File: src/sv/modexp_pkg.sv
`timescale 1ns / 1ps
// ---------------------------------------------------------------------------
// Modular exponentiation package
// Operand widths, sequencer state codes and shared types.
// ---------------------------------------------------------------------------
package modexp_pkg;

   localparam int DATA_W = 31;
   localparam int EXP_W  = 64;
   localparam int CNT_W  = $clog2(DATA_W);

   typedef logic [DATA_W-1:0] word_type;
   typedef logic [CNT_W-1:0]  count_type;
   typedef logic [2:0]        state_type;

   localparam count_type STEP_LAST = count_type'(DATA_W - 1);

   localparam state_type ST_IDLE = 3'd0;
   localparam state_type ST_RED  = 3'd1;
   localparam state_type ST_MUL  = 3'd2;
   localparam state_type ST_SQR  = 3'd3;

endpackage

File: src/sv/modular_exponentiation.sv
`timescale 1ns / 1ps
// ---------------------------------------------------------------------------
// Modular exponentiation
// Right-to-left square and multiply on one bit-serial modular multiplier.
// ---------------------------------------------------------------------------
// Usage:
//   Drive req_base_value, req_exponent and req_modulus and raise start; the
//   item transfers at a clock edge where start is high and busy is low.
//   Exactly one result follows: rsp_power_result is shown for one cycle with
//   rsp_valid high, and transfers at the end of that cycle. The receiver
//   cannot stall the block; a new item may be started in the strobe cycle.
// Sequence:
//   Negative exponent or zero modulus: result in the cycle after the transfer.
//   Otherwise a multiplier pass reduces the base, then for each exponent bit up
//   to the highest set one a squaring (not after the top bit) plus a multiply
//   for every set bit, then the registered result strobe.
//   Worst case (63 set bits) is 126 multiplier passes. The modular multiplier
//   handles one multiplier bit per cycle with one shift-add and a
//   compare-subtract against the modulus and twice it.
//   busy stays high throughout; one item is in work at a time.
// Reset:
//   Synchronous, active high; returns to idle and drops any pending result.
// ---------------------------------------------------------------------------
module modular_exponentiation (
   input  logic                                 clock,
   input  logic                                 reset,
   input  logic                                 start,
   output logic                                 busy,
   input  logic        [modexp_pkg::DATA_W-1:0] req_base_value,
   input  logic signed [modexp_pkg::EXP_W-1:0]  req_exponent,
   input  logic        [modexp_pkg::DATA_W-1:0] req_modulus,
   output logic                                 rsp_valid,
   output logic        [modexp_pkg::DATA_W-1:0] rsp_power_result
);

   localparam int SUM_W = modexp_pkg::DATA_W + 3;

   modexp_pkg::state_type state_ff, state_in;
   modexp_pkg::word_type  acc_ff, acc_in;
   modexp_pkg::word_type  pow_ff, pow_in;
   modexp_pkg::word_type  mod_ff, mod_in;
   modexp_pkg::word_type  opa_ff, opa_in;
   modexp_pkg::word_type  opb_ff, opb_in;
   modexp_pkg::word_type  rem_ff, rem_in;
   modexp_pkg::count_type cnt_ff, cnt_in;
   logic [modexp_pkg::EXP_W-2:0] exp_ff, exp_in;
   logic                  rsp_valid_ff, rsp_valid_in;
   modexp_pkg::word_type  rsp_result_ff, rsp_result_in;

   logic [SUM_W-1:0]             sum_t;
   logic [SUM_W-1:0]             diff1;
   logic [SUM_W-1:0]             diff2;
   modexp_pkg::word_type         step_rem;
   modexp_pkg::word_type         next_acc;
   modexp_pkg::word_type         next_pow;
   logic [modexp_pkg::EXP_W-2:0] next_exp;

   // one step of the shift-add modular multiplier
   always_comb begin
      sum_t = {2'b00, rem_ff, 1'b0}
            + (opb_ff[modexp_pkg::DATA_W-1] ? {3'b000, opa_ff} : {SUM_W{1'b0}});
      diff1 = sum_t - {3'b000, mod_ff};
      diff2 = sum_t - {2'b00, mod_ff, 1'b0};
      if (!diff2[SUM_W-1]) begin
         step_rem = diff2[modexp_pkg::DATA_W-1:0];
      end else if (!diff1[SUM_W-1]) begin
         step_rem = diff1[modexp_pkg::DATA_W-1:0];
      end else begin
         step_rem = sum_t[modexp_pkg::DATA_W-1:0];
      end
   end

   always_comb begin
      state_in      = state_ff;
      acc_in        = acc_ff;
      pow_in        = pow_ff;
      mod_in        = mod_ff;
      opa_in        = opa_ff;
      opb_in        = opb_ff;
      rem_in        = rem_ff;
      cnt_in        = cnt_ff;
      exp_in        = exp_ff;
      rsp_valid_in  = 1'b0;
      rsp_result_in = rsp_result_ff;
      next_acc      = acc_ff;
      next_pow      = pow_ff;
      next_exp      = exp_ff;

      unique case (state_ff) inside
         modexp_pkg::ST_IDLE: begin
            if (start) begin
               if (req_modulus == '0 || req_exponent[modexp_pkg::EXP_W-1]) begin
                  rsp_valid_in  = 1'b1;
                  rsp_result_in = '0;
               end else begin
                  acc_in   = (req_modulus == modexp_pkg::word_type'(1)) ?
                             '0 : modexp_pkg::word_type'(1);
                  mod_in   = req_modulus;
                  exp_in   = req_exponent[modexp_pkg::EXP_W-2:0];
                  opa_in   = modexp_pkg::word_type'(1);
                  opb_in   = req_base_value;
                  rem_in   = '0;
                  cnt_in   = modexp_pkg::STEP_LAST;
                  state_in = modexp_pkg::ST_RED;
               end
            end
         end
         modexp_pkg::ST_RED, modexp_pkg::ST_MUL, modexp_pkg::ST_SQR: begin
            rem_in = step_rem;
            opb_in = {opb_ff[modexp_pkg::DATA_W-2:0], 1'b0};
            cnt_in = cnt_ff - 1'b1;
            if (cnt_ff == '0) begin
               if (state_ff == modexp_pkg::ST_MUL) begin
                  next_acc = step_rem;
               end else begin
                  next_pow = step_rem;
               end
               if (state_ff == modexp_pkg::ST_SQR) begin
                  next_exp = exp_ff >> 1;
               end
               acc_in = next_acc;
               pow_in = next_pow;
               exp_in = next_exp;
               rem_in = '0;
               cnt_in = modexp_pkg::STEP_LAST;
               // after a multiply the current bit is spent: square only if
               // higher bits remain
               if ((state_ff == modexp_pkg::ST_MUL) ?
                   (next_exp[modexp_pkg::EXP_W-2:1] == '0) : (next_exp == '0)) begin
                  rsp_valid_in  = 1'b1;
                  rsp_result_in = next_acc;
                  state_in      = modexp_pkg::ST_IDLE;
               end else if (state_ff != modexp_pkg::ST_MUL && next_exp[0]) begin
                  opa_in   = next_acc;
                  opb_in   = next_pow;
                  state_in = modexp_pkg::ST_MUL;
               end else begin
                  opa_in   = next_pow;
                  opb_in   = next_pow;
                  state_in = modexp_pkg::ST_SQR;
               end
            end
         end
         default: begin
            state_in = modexp_pkg::ST_IDLE;
         end
      endcase
   end

   always_ff @(posedge clock) begin
      if (reset) begin
         state_ff     <= modexp_pkg::ST_IDLE;
         rsp_valid_ff <= 1'b0;
      end else begin
         state_ff     <= state_in;
         rsp_valid_ff <= rsp_valid_in;
      end
   end

   always_ff @(posedge clock) begin
      acc_ff        <= acc_in;
      pow_ff        <= pow_in;
      mod_ff        <= mod_in;
      opa_ff        <= opa_in;
      opb_ff        <= opb_in;
      rem_ff        <= rem_in;
      cnt_ff        <= cnt_in;
      exp_ff        <= exp_in;
      rsp_result_ff <= rsp_result_in;
   end

   assign busy             = (state_ff != modexp_pkg::ST_IDLE);
   assign rsp_valid        = rsp_valid_ff;
   assign rsp_power_result = rsp_result_ff;

endmodule

File: config.mk
export PLATFORM = sky130hd
export DESIGN_NAME = modular_exponentiation
export DESIGN_NICKNAME = d
export VERILOG_FILES = /design/src/sv/modexp_pkg.sv /design/src/sv/modular_exponentiation.sv
export SDC_FILE = /design/constraint.sdc
export NUM_CORES = 1
export LEC_CHECK = 0
export BUFFER_PORTS_ARGS = -buffer_cell sky130_fd_sc_hd__buf_2
export CAP_MARGIN = 20
export CORE_UTILIZATION = 50
export DETAILED_ROUTE_END_ITERATION = 6
export PLACE_DENSITY = 0.71
export SYNTH_ARGS = -nofsm -noshare
export SYNTH_HDL_FRONTEND = slang
export SYNTH_SLANG_ARGS = --single-unit
File: constraint.sdc
create_clock -name clock -period 6.2 [get_ports clock]
set_input_delay 0.62 -clock clock [delete_from_list [all_inputs] [get_ports clock]]
set_output_delay 0.62 -clock clock [all_outputs]
set_load 0.02 [all_outputs]
# Word level (Yosys, flattened, before mapping)
# Index checks and enable logic that the tools add are counted.
# totals
ff_bits	289
# op_classes
eq_ne	11
n_bitwise	1
reduce_logical	17
n_addsub	4
muxes	53
# op_table
cell	n
two-way mux 31 bit	24
two-way mux 63 bit	6
case mux 31 bit (2 select lines)	5
case mux 63 bit (2 select lines)	1
zero test 63 bit	1
zero test 62 bit	1
subtractor 33 x 31 -> 34 bit	1
subtractor 33 x 32 -> 34 bit	1
adder 32 x 31 -> 33 bit	1
== test 31 x 1 -> 1 bit, second input constant	1
zero test 31 bit	1
two-way mux 5 bit	3
!= test 2 bit, second input constant	5
case mux 5 bit (2 select lines)	1
AND reduction 5 bit	2
two-way mux 3 bit	3
AND reduction 3 bit	3
two-way mux 1 bit	7
== test 3 x 2 -> 1 bit, second input constant	2
case mux 3 bit (2 select lines)	1
zero test 5 bit	1
subtractor 5 x 1 -> 5 bit, second input constant	1
AND reduction 4 bit	1
== test 3 x 1 -> 1 bit, second input constant	1
other kinds (12)	12

# Logic depth before layout (Yosys ltp)
# depth
word_depth	10
mapped_depth	25
mapped_depth_nobuf	22

# Least setup slack after synthesis
# Ideal clock, no wire load.
# synth_timing
path_kind	flip-flop to flip-flop
start	register state_ff[1]
end	register acc_ff[0] (enable)
stages_incl_launch_ff	6
t_required_ns	5.621
t_arrival_ns	5.727
setup_slack_ns	-0.107
path_buffers	2
setup_time_ns	0.579
cell_sequence	dfxtp_1 > clkbuf_1 > nor2_1 > clkbuf_1 > nand2_1 > o22ai_1
# synth_via
elab_chain_cells	4
word_cells_on_any_way	10
# synth_lines
item	line_no	source
from (decl)	modular_exponentiation.sv:38	modexp_pkg::state_type state_ff, state_in;
from (signal assigned)	modular_exponentiation.sv:152	state_ff <= modexp_pkg::ST_IDLE;
from (signal assigned)	modular_exponentiation.sv:155	state_ff <= state_in;
== test 3 x 1 -> 1 bit (no line) or == test 3 x 2 -> 1 bit (tied branches)	n/a	
OR reduction 3 bit	modular_exponentiation.sv:89	unique case (state_ff) inside
!= test 2 bit (no line) or nonzero test 2 bit (tied branches)	n/a	
AND reduction 4 bit (no line) (*)	n/a	
to (signal assigned)	modular_exponentiation.sv:161	acc_ff <= acc_in;
to (decl)	modular_exponentiation.sv:39	modexp_pkg::word_type acc_ff, acc_in;
# Every way passes the cells marked *; elsewhere a longest branch is shown, timed or not.
# A chain may end at the register's enable or synchronous reset.

# Worst setup path in the final report
# layout_timing
start	register opb_ff[30]
end	register opa_ff[11] (data pin)
# layout_via
elab_chain_cells	10
word_cells_on_any_way	12
# layout_lines
item	line_no	source
from (decl)	modular_exponentiation.sv:43	modexp_pkg::word_type opb_ff, opb_in;
from (signal assigned)	modular_exponentiation.sv:165	opb_ff <= opb_in;
two-way mux 31 bit (*)	modular_exponentiation.sv:61	+ (opb_ff[modexp_pkg::DATA_W-1] ? {3'b000, opa_ff} : {SUM_W{1'b0}});
adder 32 x 31 -> 33 bit (*)	modular_exponentiation.sv:61	
subtractor 33 x 31 -> 34 bit	modular_exponentiation.sv:62	diff1 = sum_t - {3'b000, mod_ff};
two-way mux 31 bit	modular_exponentiation.sv:66	end else if (!diff1[SUM_W-1]) begin
two-way mux 31 bit (*)	modular_exponentiation.sv:64	if (!diff2[SUM_W-1]) begin
two-way mux 31 bit	modular_exponentiation.sv:113	if (state_ff == modexp_pkg::ST_MUL) begin
two-way mux 31 bit (*)	modular_exponentiation.sv:133	end else if (state_ff != modexp_pkg::ST_MUL && next_exp[0]) begin
two-way mux 31 bit (*)	modular_exponentiation.sv:128	if ((state_ff == modexp_pkg::ST_MUL) ?
two-way mux 31 bit (*)	modular_exponentiation.sv:112	if (cnt_ff == '0) begin
case mux 31 bit (2 select lines) (*)	modular_exponentiation.sv:89	
to (signal assigned)	modular_exponentiation.sv:164	opa_ff <= opa_in;
to (decl)	modular_exponentiation.sv:42	modexp_pkg::word_type opa_ff, opa_in;
# Every way passes the cells marked *; elsewhere a longest branch is shown, timed or not. The select of a mux whose other input is x is not followed.

==> flow_summary.yaml <==
detailed_routing:
  viasPerCell: 6.25
  wl_um: 62900
  ant_nets: 0
  vias: 17212
  drtIter0Drc: 1766
  wl_per_cell_um: 22.8
  remaining_drc_errors: 0
  dr.pass1.iters: 6
setup_path:
  reg2reg_to: "opa_ff[11]"
  critPathKind: "register to register"
  r2r_cells: 24
  critPathMaxFanout: 14
  path_buf_inv: 5
  critPathRequiredTime_ns: 6.57
  cp.arrival_ns: 6.37
  critPathMaxStageDelay_ns: 0.42
  timing.rr.start: "opb_ff[30]"
  critical_path.cell_chain: "buf_4, and2_1, ha_1, a2111oi_1, o21ai_1, a211oi_2, buf_4, o21bai_1, a21oi_1, xnor2_1, buf_4, ha_1, o21ai_0, a21oi_1, nor3_1, a2111o_1, a21oi_1, buf_4, a211oi_4, buf_12, nor2_1, a31oi_1, a21oi_1, a211oi_1"
  path_delay_family: "compound AO/OA/AOI/OAI gates"
  r2r_setup_slack_ns: 0.20
  cp-end-kind: "register"
  worst_path_max_delay_cell: "nor3_1"
  start_kind: "register"
layout:
  nets: 2443
  fillers: 3278
  design_area_um2: 22400
  antenna_cells: 0
  drive_gt1_frac: 0.178
  areaGrowthSynthToFinish_pct: 17.2
  ff_latch_area_um2: 8630
  multi_input_area_um2: 9980
power_and_ir_drop:
  p_comb_frac: 0.484
  irDropWorstVdd_mv: 0.260
  leakage_nw: 8.71
  clkPwrFrac: 0.233
  switching_share: 0.405
  p_int_mw: 5.13
  power_frac_seq: 0.283
  p_sw_mw: 3.49
  pwr_density_cell_nw_per_um2: 384
hold_path:
  hold_path_end: "mod_ff[22]"
  hp-start: "req_modulus[22]"
  min_path_type: "input pin to register"
  whs_path_depth: 1
placement:
  gp_congestion: 0.995
  pre_cts_ws_ns: -0.200
  port_buffers: 161
  place_area_um2: 21100
  hpwl_um: 45700
logic_synthesis:
  synth.avg_cell_area_um2: 9.53
  synth_fp_nets: 2233
  netlist_instances: 2008
  synth_seq_area_share: 0.450
  yosys.area.top_type: "edfxtp_1"
  yosysWarnings: 0
  synth-main-ff-cell: "edfxtp_1"
  synth_commonest_cells: "edfxtp_1, o21ai_0, a21oi_1, nand2_1, nor2_1"
  synth_edf_count: 285
  syn_area_um2: 19100
  synth_top_area_share: 0.447
  yosys_register_bits: 288
  ys_top_cells_by_area: "edfxtp_1, o21ai_0, ha_1"
  ys_types: 81
  yosysMostFrequentCell: "edfxtp_1"
  synthArstFlopShare: 0
sta:
  finalHoldViolations: 0
  period_needed_ns: 6.00
  fin_crit_sh: 0.967
  max_slew_margin: 0.258
  finalSetupViolations: 0
  skew_ns: 0.0220
  setup_slack_ns: 0.204
  slew_violations: 0
  tightest_slew_ns: 1.11
  hold_ws_ns: 0.250
  max_freq_ghz: 0.167
clock_network:
  cts_root_buffer: "clkbuf_16"
  cts_sinks: 288
  cts_max_path_buffers: 3
  path_clk_slew_ns: 0.06
  cts_buffers: 34
  cts_tree: "built"
  htree_num_levels: 2
  cts.hold.buffers_added: 0
  worstSkewPairLatency_ns: 0.57
grt:
  antenna_found_initial: 2
  grt_pass1_wl_um: 93900
  grt_pass1_vias: 15991
  overflow: 0
  grt_start_max_net_pins: 93
  grt.total_usage: 0.319
floorplan:
  row_count: 71
  core-area_um2: 37700
  die_height_um: 198
  die_x_um: 198
  dieArea_um2: 39100
  start_util: 0.508
  ios: 162
status:
  status: "finished clean"
flow_run:
  maxCapViolations: 0
[cells in the final DEF, fill, tap and decap left out, types with 6 or more instances in the layout]
cell	n
nand2b_1	66
inv_1	71
buf_4	121
a21o_1	43
edfxtp_1	285
o21bai_1	13
ha_1	93
xor2_1	22
xnor2_1	49
buf_2	161
mux2_2	10
nor3_1	38
nand2_1	149
a31oi_1	24
o31a_1	6
o21ai_1	6
o211ai_1	78
clkinv_1	9
a22o_1	11
o21ai_0	245
a211o_1	15
or3_1	9
clkbuf_1	7
nor4_1	23
and2_1	49
or2_2	6
nand4_1	14
a21oi_1	152
o221ai_1	8
and3_1	33
o31ai_1	11
nand3_1	40
o21a_1	21
nor2_1	137
clkbuf_16	35
nor2b_1	11
mux2i_1	19
a31o_2	6
a211oi_1	15
a2111oi_0	8
[cell type report]
cell class,count,area share
repair buffers,287,0.0811
flip-flops and latches,288,0.384
well taps,511,0.0285
inverters,73,0.0123
clock buffers,41,0.0391
multi-input cells,1534,0.445
clock inverters,20,0.00970
[stage by stage]
step                std cells  power [mW]   util  setup TNS, ns
finish                   2754        8.62  0.596              0
global route             2754        9.00  0.596        -0.0306
CTS                      2746        8.42  0.590              0
detailed placement       2685        6.38  0.561         -0.798
global placement         2685        6.33  0.561         -0.205
floorplan                2008        4.82      -         -0.210
[per-layer routing]
metal	wire, µm	track usage
met1	27800	0.471
met5	23	0
met2	27000	0.465
met3	6590	0.0738
met4	1470	0.0864
[worst max-delay path by stage]
stage                     from         end  slack [ns]  cells past startpoint
6_report            opb_ff[30]  opa_ff[11]        0.20                     24
5_1_grt             opb_ff[30]  pow_ff[26]       -0.03                     23
4_1_cts             opb_ff[30]   opb_ff[5]        0.03                     23
2_1_floorplan  req_modulus[22]   cnt_ff[0]      -0.003                      4
3_5_place_dp        opb_ff[30]  opa_ff[20]       -0.20                     23
3_3_place_gp        opb_ff[30]  opa_ff[20]       -0.09                     23
[state kept, by name (all words and copies together), names as in the netlist, 2 cells and up]
signal	count
exp_ff	63
mod_ff	31
opb_ff	31
cnt_ff	5
rsp_power_result	31
state_ff	2
opa_ff	31
acc_ff	31
pow_ff	31
rem_ff	31
[kinds of logic after synthesis]
| kind of cell | after synthesis | share of synthesized area |
|---|---|---|
| AO/OA/AOI/OAI | 733 | 0.241 |
| buffers and inverters | 186 | 0.0380 |
| AND/OR/NAND/NOR | 600 | 0.155 |
| adder cells (fa/ha/maj) | 96 | 0.0639 |
| multiplexers | 31 | 0.0171 |
| XOR/XNOR | 74 | 0.0348 |
| flip-flops | 288 | 0.450 |
[power groups by stage]
stage          registers [mW]  clock network, mW  logic (mW)
3_5_place_dp             2.47                  0        3.91
5_1_grt                  2.45               2.10        4.46
2_1_floorplan            2.46                  0        2.36
4_1_cts                  2.44               2.03        3.95
6_report                 2.44               2.01        4.17
3_3_place_gp             2.47                  0        3.86
[timing repair]
action	in CTS	in global routing
cloned	0	1
setup buffers	0	5
resized for setup	3	23
pin swaps	0	4
setup endpoints to repair	17	181
No activity file was read; power rests on OpenSTA's default activity.
